--- src/dqs_pkg.sv ---
// types and constants for the deque with search
`timescale 1ns / 1ps

package dqs_pkg;

    localparam int DQS_CAPACITY = 16;
    localparam int DATA_W       = 32;
    localparam int REQ_W        = 3;
    localparam int STATUS_W     = 3;
    localparam int OCC_W        = 7;
    localparam int S_TDATA_W    = 40;
    localparam int M_TDATA_W    = 48;

    localparam logic [REQ_W-1:0] REQ_PUSH_FRONT = 3'd0;
    localparam logic [REQ_W-1:0] REQ_PUSH_BACK  = 3'd1;
    localparam logic [REQ_W-1:0] REQ_POP_FRONT  = 3'd2;
    localparam logic [REQ_W-1:0] REQ_POP_BACK   = 3'd3;
    localparam logic [REQ_W-1:0] REQ_SEARCH     = 3'd4;
    localparam logic [REQ_W-1:0] REQ_DUMP       = 3'd5;

    typedef enum logic [STATUS_W-1:0] {
        ST_DONE     = 3'd0,
        ST_EMPTY    = 3'd1,
        ST_FULL     = 3'd2,
        ST_FOUND    = 3'd3,
        ST_NOTFOUND = 3'd4
    } status_t;

    typedef enum logic [2:0] {
        CELL_HOLD,
        CELL_PUSH_FRONT,
        CELL_APPEND,
        CELL_SHIFT_LEFT,
        CELL_ROTATE
    } cell_op_t;

    typedef enum logic {
        S_IDLE,
        S_WORK
    } state_t;

endpackage

--- src/deque_with_search.sv ---
// top level of the bounded deque with search and dump
`timescale 1ns / 1ps

// Bounded deque of CAPACITY signed 32-bit values held in a row of cells, cell 0
// holding the front. One request is taken at a time; s_axis_tready is high only
// while the block waits for a request, and a result may still sit unread in the
// output register then. With n the occupancy before a request, pop back turns
// the ring until the back element reaches cell 0, search turns it once round and
// dump turns it once round, giving each element in turn. The row of cells turns
// by one place a cycle, but a dump holds while its output stalls, so search,
// dump and pop back grow with n up to CAPACITY. A push into a full deque is
// refused with status full; pops and dumps of an empty deque report empty.
// Unused request codes give one done result and change nothing.
module deque_with_search #(
    parameter int CAPACITY = dqs_pkg::DQS_CAPACITY
) (
    input  logic                              clk,
    input  logic                              rst_n,
    input  logic                              s_axis_tvalid,
    output logic                              s_axis_tready,
    // [2:0] req_type, [34:3] value, [39:35] zero
    input  logic [dqs_pkg::S_TDATA_W-1:0]     s_axis_tdata,
    output logic                              m_axis_tvalid,
    input  logic                              m_axis_tready,
    // [2:0] status, [34:3] data, [41:35] occupancy, [47:42] zero
    output logic [dqs_pkg::M_TDATA_W-1:0]     m_axis_tdata,
    output logic                              m_axis_tlast
);
    import dqs_pkg::*;

    localparam int CNT_W = $clog2(CAPACITY + 1);
    localparam int PAD_W = M_TDATA_W - STATUS_W - DATA_W - OCC_W;

    cell_op_t                 op;
    logic [CNT_W-1:0]         count;
    logic signed [DATA_W-1:0] cell_value;
    logic signed [DATA_W-1:0] cell_data [CAPACITY];
    status_t                  status;
    logic signed [DATA_W-1:0] data;
    logic [OCC_W-1:0]         occupancy;

    dqs_ctrl #(
        .CAPACITY (CAPACITY),
        .CNT_W    (CNT_W)
    ) u_ctrl (
        .clk         (clk),
        .rst_n       (rst_n),
        .in_valid    (s_axis_tvalid),
        .in_ready    (s_axis_tready),
        .req_type    (s_axis_tdata[REQ_W-1:0]),
        .value       (s_axis_tdata[REQ_W+DATA_W-1:REQ_W]),
        .head_data   (cell_data[0]),
        .op          (op),
        .count       (count),
        .cell_value  (cell_value),
        .out_valid   (m_axis_tvalid),
        .out_ready   (m_axis_tready),
        .status      (status),
        .data        (data),
        .occupancy   (occupancy),
        .last_of_run (m_axis_tlast)
    );

    for (genvar i = 0; i < CAPACITY; i++)
    begin : g_cell
        dqs_cell #(
            .IDX   (i),
            .CNT_W (CNT_W)
        ) u_cell (
            .clk        (clk),
            .op         (op),
            .count      (count),
            .value      (cell_value),
            .left_data  ((i == 0) ? cell_value : cell_data[(i + CAPACITY - 1) % CAPACITY]),
            .right_data (cell_data[(i + 1) % CAPACITY]),
            .head_data  (cell_data[0]),
            .data       (cell_data[i])
        );
    end

    assign m_axis_tdata = {{PAD_W{1'b0}}, occupancy, data, status};

endmodule

--- src/dqs_cell.sv ---
// one storage cell of the deque chain
`timescale 1ns / 1ps

module dqs_cell #(
    parameter int IDX   = 0,
    parameter int CNT_W = 5
) (
    input  logic                                 clk,
    input  dqs_pkg::cell_op_t                    op,
    input  logic [CNT_W-1:0]                     count,
    input  logic signed [dqs_pkg::DATA_W-1:0]    value,
    input  logic signed [dqs_pkg::DATA_W-1:0]    left_data,
    input  logic signed [dqs_pkg::DATA_W-1:0]    right_data,
    input  logic signed [dqs_pkg::DATA_W-1:0]    head_data,
    output logic signed [dqs_pkg::DATA_W-1:0]    data
);
    import dqs_pkg::*;

    localparam logic [CNT_W-1:0] APPEND_POS = CNT_W'(IDX);
    localparam logic [CNT_W-1:0] TAIL_POS   = CNT_W'(IDX + 1);

    logic signed [DATA_W-1:0] data_reg;
    logic signed [DATA_W-1:0] data_next;

    always_comb
    begin
        data_next = data_reg;
        case (op)
            CELL_HOLD:       data_next = data_reg;
            CELL_PUSH_FRONT: data_next = left_data;
            CELL_APPEND:
            begin
                if (count == APPEND_POS)
                begin
                    data_next = value;
                end
            end
            CELL_SHIFT_LEFT: data_next = right_data;
            CELL_ROTATE:
            begin
                // the back cell takes the old front, closing the ring
                if (count == TAIL_POS)
                begin
                    data_next = head_data;
                end
                else
                begin
                    data_next = right_data;
                end
            end
            default:         data_next = data_reg;
        endcase
    end

    always_ff @(posedge clk)
    begin
        data_reg <= data_next;
    end

    assign data = data_reg;

endmodule

--- src/dqs_ctrl.sv ---
// request sequencer, element count and result register of the deque
`timescale 1ns / 1ps

module dqs_ctrl #(
    parameter int CAPACITY = dqs_pkg::DQS_CAPACITY,
    parameter int CNT_W    = $clog2(CAPACITY + 1)
) (
    input  logic                                  clk,
    input  logic                                  rst_n,
    input  logic                                  in_valid,
    output logic                                  in_ready,
    input  logic [dqs_pkg::REQ_W-1:0]             req_type,
    input  logic signed [dqs_pkg::DATA_W-1:0]     value,
    input  logic signed [dqs_pkg::DATA_W-1:0]     head_data,
    output dqs_pkg::cell_op_t                     op,
    output logic [CNT_W-1:0]                      count,
    output logic signed [dqs_pkg::DATA_W-1:0]     cell_value,
    output logic                                  out_valid,
    input  logic                                  out_ready,
    output dqs_pkg::status_t                      status,
    output logic signed [dqs_pkg::DATA_W-1:0]     data,
    output logic [dqs_pkg::OCC_W-1:0]             occupancy,
    output logic                                  last_of_run
);
    import dqs_pkg::*;

    localparam logic [CNT_W-1:0] FULL_CNT = CNT_W'(CAPACITY);
    localparam logic [CNT_W-1:0] ONE      = CNT_W'(1);

    state_t                   state_reg, state_next;
    logic [REQ_W-1:0]         req_reg;
    logic signed [DATA_W-1:0] val_reg;
    logic [CNT_W-1:0]         count_reg, count_next;
    logic [CNT_W-1:0]         step_reg, step_next;
    logic                     found_reg, found_next;

    logic                     out_valid_reg;
    status_t                  out_status_reg;
    logic signed [DATA_W-1:0] out_data_reg;
    logic [CNT_W-1:0]         out_occ_reg;
    logic                     out_last_reg;

    logic                     accept;
    logic                     out_free;
    logic                     is_full;
    logic                     is_empty;
    logic                     at_tail;
    logic                     emit;
    logic                     done;
    status_t                  emit_status;
    logic signed [DATA_W-1:0] emit_data;
    logic                     emit_last;

    assign accept   = in_valid && in_ready;
    assign out_free = !out_valid_reg || out_ready;
    assign is_full  = (count_reg == FULL_CNT);
    assign is_empty = (count_reg == '0);
    assign at_tail  = (step_reg == count_reg - ONE);

    // next state
    always_comb
    begin
        state_next = state_reg;
        case (state_reg)
            S_IDLE:
            begin
                if (in_valid)
                begin
                    state_next = S_WORK;
                end
            end
            S_WORK:
            begin
                if (done)
                begin
                    state_next = S_IDLE;
                end
            end
            default: state_next = S_IDLE;
        endcase
    end

    // outputs of the sequencer
    always_comb
    begin
        in_ready    = 1'b0;
        op          = CELL_HOLD;
        emit        = 1'b0;
        done        = 1'b0;
        emit_status = ST_DONE;
        emit_data   = '0;
        emit_last   = 1'b1;
        count_next  = count_reg;
        step_next   = step_reg;
        found_next  = found_reg;
        case (state_reg)
            S_IDLE:
            begin
                in_ready   = 1'b1;
                step_next  = '0;
                found_next = 1'b0;
            end
            S_WORK:
            begin
                case (req_reg)
                    REQ_PUSH_FRONT, REQ_PUSH_BACK:
                    begin
                        if (out_free)
                        begin
                            emit = 1'b1;
                            done = 1'b1;
                            if (is_full)
                            begin
                                emit_status = ST_FULL;
                            end
                            else
                            begin
                                op = (req_reg == REQ_PUSH_FRONT) ? CELL_PUSH_FRONT
                                                                 : CELL_APPEND;
                                count_next = count_reg + ONE;
                            end
                        end
                    end
                    REQ_POP_FRONT:
                    begin
                        if (out_free)
                        begin
                            emit = 1'b1;
                            done = 1'b1;
                            if (is_empty)
                            begin
                                emit_status = ST_EMPTY;
                            end
                            else
                            begin
                                emit_data  = head_data;
                                op         = CELL_SHIFT_LEFT;
                                count_next = count_reg - ONE;
                            end
                        end
                    end
                    REQ_POP_BACK:
                    begin
                        if (is_empty)
                        begin
                            if (out_free)
                            begin
                                emit        = 1'b1;
                                done        = 1'b1;
                                emit_status = ST_EMPTY;
                            end
                        end
                        else if (!at_tail)
                        begin
                            // bring the back element round to cell 0
                            op        = CELL_ROTATE;
                            step_next = step_reg + ONE;
                        end
                        else if (out_free)
                        begin
                            emit       = 1'b1;
                            done       = 1'b1;
                            emit_data  = head_data;
                            op         = CELL_SHIFT_LEFT;
                            count_next = count_reg - ONE;
                        end
                    end
                    REQ_SEARCH:
                    begin
                        if (step_reg != count_reg)
                        begin
                            // full turn of the ring leaves the order as it was
                            op         = CELL_ROTATE;
                            step_next  = step_reg + ONE;
                            found_next = found_reg || (head_data == val_reg);
                        end
                        else if (out_free)
                        begin
                            emit        = 1'b1;
                            done        = 1'b1;
                            emit_status = found_reg ? ST_FOUND : ST_NOTFOUND;
                        end
                    end
                    REQ_DUMP:
                    begin
                        if (out_free)
                        begin
                            emit = 1'b1;
                            if (is_empty)
                            begin
                                done        = 1'b1;
                                emit_status = ST_EMPTY;
                            end
                            else
                            begin
                                emit_data = head_data;
                                emit_last = at_tail;
                                done      = at_tail;
                                op        = CELL_ROTATE;
                                step_next = step_reg + ONE;
                            end
                        end
                    end
                    default:
                    begin
                        if (out_free)
                        begin
                            emit = 1'b1;
                            done = 1'b1;
                        end
                    end
                endcase
            end
            default: in_ready = 1'b0;
        endcase
    end

    always_ff @(posedge clk or negedge rst_n)
    begin
        if (!rst_n)
        begin
            state_reg     <= S_IDLE;
            count_reg     <= '0;
            step_reg      <= '0;
            found_reg     <= 1'b0;
            out_valid_reg <= 1'b0;
        end
        else
        begin
            state_reg <= state_next;
            count_reg <= count_next;
            step_reg  <= step_next;
            found_reg <= found_next;
            if (emit)
            begin
                out_valid_reg <= 1'b1;
            end
            else if (out_ready)
            begin
                out_valid_reg <= 1'b0;
            end
        end
    end

    always_ff @(posedge clk)
    begin
        if (accept)
        begin
            req_reg <= req_type;
            val_reg <= value;
        end
        if (emit)
        begin
            out_status_reg <= emit_status;
            out_data_reg   <= emit_data;
            out_occ_reg    <= count_next;
            out_last_reg   <= emit_last;
        end
    end

    assign count       = count_reg;
    assign cell_value  = val_reg;
    assign out_valid   = out_valid_reg;
    assign status      = out_status_reg;
    assign data        = out_data_reg;
    assign occupancy   = OCC_W'(out_occ_reg);
    assign last_of_run = out_last_reg;

endmodule

--- config.mk ---
export PLATFORM = sky130hd
export DESIGN_NAME = deque_with_search
export DESIGN_NICKNAME = d
export VERILOG_FILES = /design/src/dqs_pkg.sv /design/src/deque_with_search.sv /design/src/dqs_cell.sv /design/src/dqs_ctrl.sv
export SDC_FILE = /design/constraint.sdc
export NUM_CORES = 2
export LEC_CHECK = 0
export ABC_AREA = 1
export BUFFER_PORTS_ARGS = -buffer_cell sky130_fd_sc_hd__buf_4
export CAP_MARGIN = 20
export CORE_MARGIN = 10
export CORE_UTILIZATION = 30
export DETAILED_ROUTE_END_ITERATION = 16
export PLACE_DENSITY = 0.54
export SLEW_MARGIN = 10
export SYNTH_ARGS = -nofsm -noshare
export SYNTH_HDL_FRONTEND = slang
export SYNTH_HIERARCHICAL = 1
export SYNTH_SLANG_ARGS = --single-unit
--- constraint.sdc ---
create_clock -name clk -period 10.17 [get_ports clk]
set_input_delay 2.034 -clock clk [delete_from_list [all_inputs] [get_ports clk]]
set_output_delay 2.034 -clock clk [all_outputs]
set_load 0.005 [all_outputs]
# Yosys cells after proc, flatten, opt, wreduce, memory -nomap -nowiden
# Cells that the tools add are included.
[totals]
regBits = 601
latch_bits = 0
mem_bits_rw = 0
romBits = 0
inputBits = 44
wordCells = 226
n_memories = 0
[classes]
add_sub_neg = 3
mul = 0
n_div = 0
n_lt_le_gt_ge = 0
eq_ne = 53
n_shift = 0
n_mux = 111
bitwise_logic = 1
n_reduce_logical = 31
[op_table]
columns = ["op", "n"]
rows = [
  ["one-hot mux 32 bit (4 select lines)", 15],
  ["two-way mux 32 bit", 36],
  ["one-hot mux 32 bit (3 select lines)", 1],
  ["two-way mux 5 bit", 13],
  ["one-hot mux 32 bit (2 select lines)", 1],
  ["two-way mux 3 bit", 15],
  ["== test 5 x 4 -> 1 bit (second input constant)", 8],
  ["== test 32 bit", 1],
  ["AND reduction 2 bit", 16],
  ["inequality test 2 x 1 -> 1 bit (second input constant)", 15],
  ["one-hot mux 5 bit (3 select lines)", 2],
  ["== test 5 x 3 -> 1 bit (second input constant)", 4],
  ["two-way mux 1 bit", 17],
  ["inequality test 3 bit (second input constant)", 5],
  ["one-hot mux 3 bit (5 select lines)", 1],
  ["== test 3 x 2 -> 1 bit (second input constant)", 4],
  ["one-hot mux 3 bit (4 select lines)", 1],
  ["adder 5 x 1 -> 5 bit (second input constant)", 2],
  ["== test 5 x 2 -> 1 bit (second input constant)", 2],
  ["one-hot mux 5 bit (2 select lines)", 1],
  ["== test 3 bit (second input constant)", 3],
  ["two-way mux 2 bit", 4],
  ["inequality test 2 bit (second input constant)", 4],
  ["== test 3 x 1 -> 1 bit (second input constant)", 2],
  ["other kinds (20)", 26],
]

# Depth between registers and ports, before layout
[logic_depth]
ltp_word = 11
ltp_mapped = 24
ltp_nobuf = 21

# By module
# Netlist, hierarchy kept.
[by_module_without_submodules]
columns = ["mod", "n_inst", "cells_each", "area_per_inst_um2", "seq_area_each_um2"]
rows = [
  ["dqs_cell (g_cell[4].u_cell ...)", 2, 444, 3022.9, 960.9],
  ["dqs_cell (g_cell[5].u_cell ...)", 2, 442, 2976.6, 960.9],
  ["dqs_cell (g_cell[10].u_cell ...)", 2, 442, 2934.1, 960.9],
  ["dqs_cell (g_cell[15].u_cell ...)", 2, 444, 2839.0, 960.9],
  ["dqs_ctrl", 1, 447, 4570.6, 2607.5],
  ["dqs_cell (g_cell[11].u_cell)", 1, 445, 2924.1, 960.9],
  ["dqs_cell (g_cell[0].u_cell)", 1, 445, 2901.5, 960.9],
  ["dqs_cell (g_cell[2].u_cell)", 1, 444, 2884.0, 960.9],
  ["dqs_cell (g_cell[3].u_cell)", 1, 443, 2840.2, 960.9],
  ["dqs_cell (g_cell[1].u_cell)", 1, 444, 2836.5, 960.9],
  ["dqs_cell (g_cell[14].u_cell)", 1, 340, 2573.7, 960.9],
  ["dqs_cell (g_cell[13].u_cell)", 1, 368, 2557.5, 960.9],
  ["dqs_cell (g_cell[12].u_cell)", 1, 369, 2546.2, 960.9],
  ["deque_with_search", 1, 7, 48.8, 0.0],
]

# Worst setup path before layout
# No wires, ideal clock.
[synth_timing]
path_type = "in2reg"
start = "input m_axis_tready"
end = "register g_cell[5].u_cell.data_reg[0], enable pin"
arrival_time_ns = 8.061
slack_ns = 1.688
cell_stages = 12
n_path_buf = 0
cell_sequence = "nor2_1 -> inv_2 -> nand2_1 -> nor2_1 -> nor2_1 -> o21ai_2 -> inv_2 -> nor2_1 -> nand2_2 -> nand2_4 -> a21oi_1 -> nor2_1"
[synth_via]
elab_cells_between_ends = 16
classes_between = "eq/ne: 5; mux: 8; reduce/logical: 3"
[synth_lines]
columns = ["element", "line_no", "source"]
rows = [
  ["from (decl)", "deque_with_search.sv:24", "input logic m_axis_tready,"],
  ["logical OR 1 bit *", "dqs_ctrl.sv:55", "assign out_free = !out_valid_reg || out_ready;"],
  ["two-way mux 3 bit (on tied branches)", "dqs_ctrl.sv:186, dqs_ctrl.sv:108", ""],
  ["one-hot mux 3 bit (5 select lines) *", "dqs_ctrl.sv:105", "case (req_reg)"],
  ["two-way mux 3 bit *", "dqs_ctrl.sv:96", "case (state_reg)"],
  ["net op[2]", "deque_with_search.sv:34", "cell_op_t op;"],
  ["== test 3 x 2 -> 1 bit, or another cell as far along", "dqs_cell.sv:28", "case (op)"],
  ["inequality test 2 x 1 -> 1 bit (no source line) / nonzero test 4 bit (equally long branches)", "-", ""],
  ["AND reduction 2 bit (no source line) *", "-", ""],
  ["to (signal assigned)", "dqs_cell.sv:57", "data_reg <= data_next;"],
  ["to (decl)", "dqs_cell.sv:22", "logic signed [DATA_W-1:0] data_reg;"],
]
# Mark *: on every way through the listed nets, which the timed path passes. The rest lies on a longest branch.
# A chain may end at the register's enable or synchronous reset.

# Worst setup path after layout
[layout_timing]
start = "input m_axis_tready"
end = "register g_cell[12].u_cell.data_reg[17], enable pin"
[layout_via]
elab_chain_cells = 9
elab_cells_between_ends = 16
classes_between = "eq/ne: 5; mux: 8; reduce/logical: 3"
[layout_lines]
columns = ["element", "line_no", "source"]
rows = [
  ["logical OR 1 bit *", "dqs_ctrl.sv:55", ""],
  ["two-way mux 2 bit", "dqs_ctrl.sv:159", "else if (out_free)"],
  ["two-way mux 3 bit", "dqs_ctrl.sv:153", "else if (!at_tail)"],
  ["two-way mux 3 bit", "dqs_ctrl.sv:144", "if (is_empty)"],
  ["one-hot mux 3 bit (5 select lines) *", "dqs_ctrl.sv:105", ""],
  ["two-way mux 3 bit *", "dqs_ctrl.sv:96", ""],
  ["net op[0]", "deque_with_search.sv:34", ""],
  ["== test 3 x 2 -> 1 bit, or another cell as far along", "dqs_cell.sv:28", ""],
  ["inequality test 2 x 1 -> 1 bit (no source line) / nonzero test 4 bit (equally long branches)", "-", ""],
  ["AND reduction 2 bit (no source line) *", "-", ""],
  ["to (signal assigned)", "dqs_cell.sv:57", ""],
  ["to (decl)", "dqs_cell.sv:22", ""],
]
# Marks and branches as above.

==> results.sh <==
export IMPL_status="complete, no violations"
export IMPL_grt_pass1_vias=48490
export IMPL_seq_power_share_pct=32.8
export IMPL_fin_util_pct=32.72
export IMPL_cts_tree="yes"
export IMPL_p_int_mw=9.299
export IMPL_synth_cells=7296
export IMPL_cts_setup_buffers=0
export IMPL_synth_edf_count=588
export IMPL_p_sw_mw=10.80
export IMPL_areaGrowthSynthToFinish_pct=8.679
export IMPL_grt_usage_pct=23.28
export IMPL_hp_class="reg -> reg"
export IMPL_place_area_um2=51900
export IMPL_synth_area_um2=50230
export IMPL_r2r_start="u_ctrl/count[1]$_DFF_PN0_"
export IMPL_maxSlewHeadroom_pct=18.61
export IMPL_initial_utilization_pct=30.10
export IMPL_grt_pass1_wl_um=329900
export IMPL_core_area_um2=166800
export IMPL_end_kind="flip-flop"
export IMPL_antenna_found_initial=3
export IMPL_via_per_inst=5.716
export IMPL_slew_violations=0
export IMPL_htreeDepth=3
export IMPL_drc=0
export IMPL_drtIter0Drc=7128
export IMPL_drive_gt1_share_pct=11.78
export IMPL_rsz0062_at_grt="false"
export IMPL_diodes=0
export IMPL_synth_area_top_cells="edfxtp_1, nand3_1, nand4_1, nand2_1, inv_1"
export IMPL_cts_sinks=601
export IMPL_route_met2_wl_um=100200
export IMPL_chipWidth_um=429.2
export IMPL_largest_reg_flops=512
export IMPL_nFillCells=17810
export IMPL_dpl_hpwl_um=137200
export IMPL_wl_met1_um=88260
export IMPL_cts_buffers=82
export IMPL_cp_required_ps=10510
export IMPL_gp_congestion=0.8941
export IMPL_clk_pin_slew_worst_paths_ps=60
export IMPL_holdWs_ps=539.1
export IMPL_wl_met3_um=23670
export IMPL_cts_resized=0
export IMPL_post_route_period_util_pct=62.46
export IMPL_ys_ff_latch=601
export IMPL_clkPwrFrac_pct=14.9
export IMPL_critPathKind="in -> reg"
export IMPL_ys_seq_area_share_pct=35.80
export IMPL_hold_violations=0
export IMPL_dieArea_um2=184200
export IMPL_avgRoutedWirePerCell_um=24.51
export IMPL_pre_cts_ws_ps=3285
export IMPL_die_h_um=429.2
export IMPL_io_pins=95
export IMPL_top_layer="met5"
export IMPL_clock_skew_ps=35.48
export IMPL_multi_input_area_um2=24770
export IMPL_instances_no_fill=9307
export IMPL_grt_max_degree=235
export IMPL_hold_buffers=0
export IMPL_setup_violations=0
export IMPL_finalWirelength_um=228100
export IMPL_gr_total_overflow=0
export IMPL_async_reset_ff_share_pct=2.163
export IMPL_synthesis_yosys_warnings=6
export IMPL_regArea_um2=17990
export IMPL_yosysTopAreaCellShare_pct=35.15
export IMPL_combPwrFrac_pct=52.3
export IMPL_yosys_area_top_type="edfxtp_1"
export IMPL_power_leakage_nw=24.93
export IMPL_ir_drop_v=0.0001770
export IMPL_clockBufferDepth=3
export IMPL_critPathLaunchType="input port"
export IMPL_drt_first_pass_iters=8
export IMPL_cp_data_arrival_time_ps=6690
export IMPL_finish_instance_area_um2=54590
export IMPL_hp_start="u_ctrl/found_reg$_DFFE_PN0P_"
export IMPL_tightest_slew_ps=1221
export IMPL_power_density_nw_per_um2=368.2
export IMPL_drtAntennaViolNets=0
export IMPL_syn_area_per_cell_um2=6.884
export IMPL_startpoint="m_axis_tready"
export IMPL_clkLatencyLatePin_ps=720
export IMPL_netSwitchingFraction_pct=53.73
export IMPL_fin_ws_ps=3818
export IMPL_port_buffers=81
export IMPL_rows=150
export IMPL_max_clock_freq_ghz=0.1574
export IMPL_place_inst=9157
export IMPL_cap_violations=0
export IMPL_power_mw=20.10
export IMPL_tns_ps=0
export IMPL_layout_min_cycle_time_ps=6352
export IMPL_root_buffer="clkbuf_16"
export IMPL_vias=53200
export IMPL_path_max_fanout=97
export IMPL_yosysUniqueCellTypes=43
export IMPL_synth_ff_type="edfxtp_1"
export IMPL_fin_nets=7086
[worst paths after layout]
kind                                                         to  slack (ps)  cells past startpoint
min                                u_ctrl/found_reg$_DFFE_PN0P_         540                      2
min reg2reg                        u_ctrl/found_reg$_DFFE_PN0P_         540                      2
max reg2reg                g_cell[12].u_cell/data[17]$_DFFE_PP_        4070                     22
max in group asynchronous             u_ctrl/count[2]$_DFF_PN0_        8770                      1
max                        g_cell[12].u_cell/data[17]$_DFFE_PP_        3820                     17
min in group asynchronous            u_ctrl/state_reg$_DFF_PN0_        1170                      1
[critical path: stages]
cell and delay [ps]:
buf_4 80, nor2_1 120, inv_2 270, nand2_1 280, inv_1 140, nand2_1 70, o21ai_0 90, nand2_1 160
inv_8 600, buf_4 850, nor2_1 110, nand2_2 560, inv_2 470, nand2_1 160, o21ai_0 90, inv_1 60
buf_4 410
[power by group through the flow]
stage | sequential (mW) | clock (mW) | combinational [mW]
floorplan | 5.81 | 0 | 6.97
global placement | 6.59 | 0 | 9.93
detailed placement | 6.56 | 0 | 10.1
CTS | 6.53 | 3.03 | 10.2
global route | 6.63 | 3.11 | 11.3
finish | 6.60 | 3.00 | 10.5
[placed cells by master (no fill, tap or decap), types with 3 or more instances in the layout]
cell       synthesis  final
nand3b_1           5      5
o22ai_1            4      4
nor2_2           126    133
ha_1               3      3
buf_4             60    223
xnor2_1           15     15
nand3_2           42     46
o31ai_1            4      4
dfrtp_1           13      8
buf_12             3      5
nand3_1         1150   1146
or2_2              2      3
inv_16             0      3
clkinv_2           0     12
bufinv_16          0      8
nor2_8             9      9
clkbuf_16          0     83
o21ai_0           27     27
clkinv_1           2     30
buf_8              0      3
buf_16             0      5
xor2_1            16     16
inv_2             91     93
nand2_2           26     26
nand4_1          901    901
inv_1           1078   1072
conb_1             2      8
edfxtp_1         588    588
nand2_4            3      3
nor3_1            15     15
a21oi_2          130    130
nand2_1         1289   1289
nor2_1           802    788
a21oi_1          297    297
clkbuf_1         173     13
nor2_4            21     28
dfrtp_2            0      4
o21bai_1          32     32
inv_4             10     10
[layout make-up]
type,instances,share of cell area [%]
sequential,601,32.96
tap,2204,5.052
timing repair buffer,236,3.585
multi-input combinational,4937,45.38
inverter,1181,8.194
clock inverter,52,0.9398
clock buffer,96,3.894
[kinds of logic (layout without fill, tap and decap cells)]
logic type / count (synthesis) / in the layout / share of synthesized area [%]
compound gates: 501 / 501 / 6.195
flops: 601 / 601 / 35.80
xor+xnor: 31 / 31 / 0.5406
fa+ha+maj: 3 / 3 / 0.07474
buf+inv: 1764 / 1565 / 15.11
simple gates: 4394 / 4394 / 42.27
other cells: 2 / 8 / 0.01495
[synth_stat cells (24+ instances only)]
library cell,number
buf_6,41
nor2_2,126
inv_1,1078
a21oi_1,297
a21oi_2,130
nand2_1,1289
o21bai_1,32
inv_2,91
nand3_1,1150
buf_1,24
buf_2,279
nor2_1,802
nand2_2,26
edfxtp_1,588
nand3_2,42
o21ai_0,27
nand4_1,901
buf_4,60
clkbuf_1,173
[metal layers]
metal  GRT usage (%)  vias to the layer above
met5               0                        -
met4           13.51                        2
met3           5.468                      732
met2           35.80                     3141
met1           29.72                    25380
li1                -                    23950
Note: power is estimated with default switching activity, not from simulation.
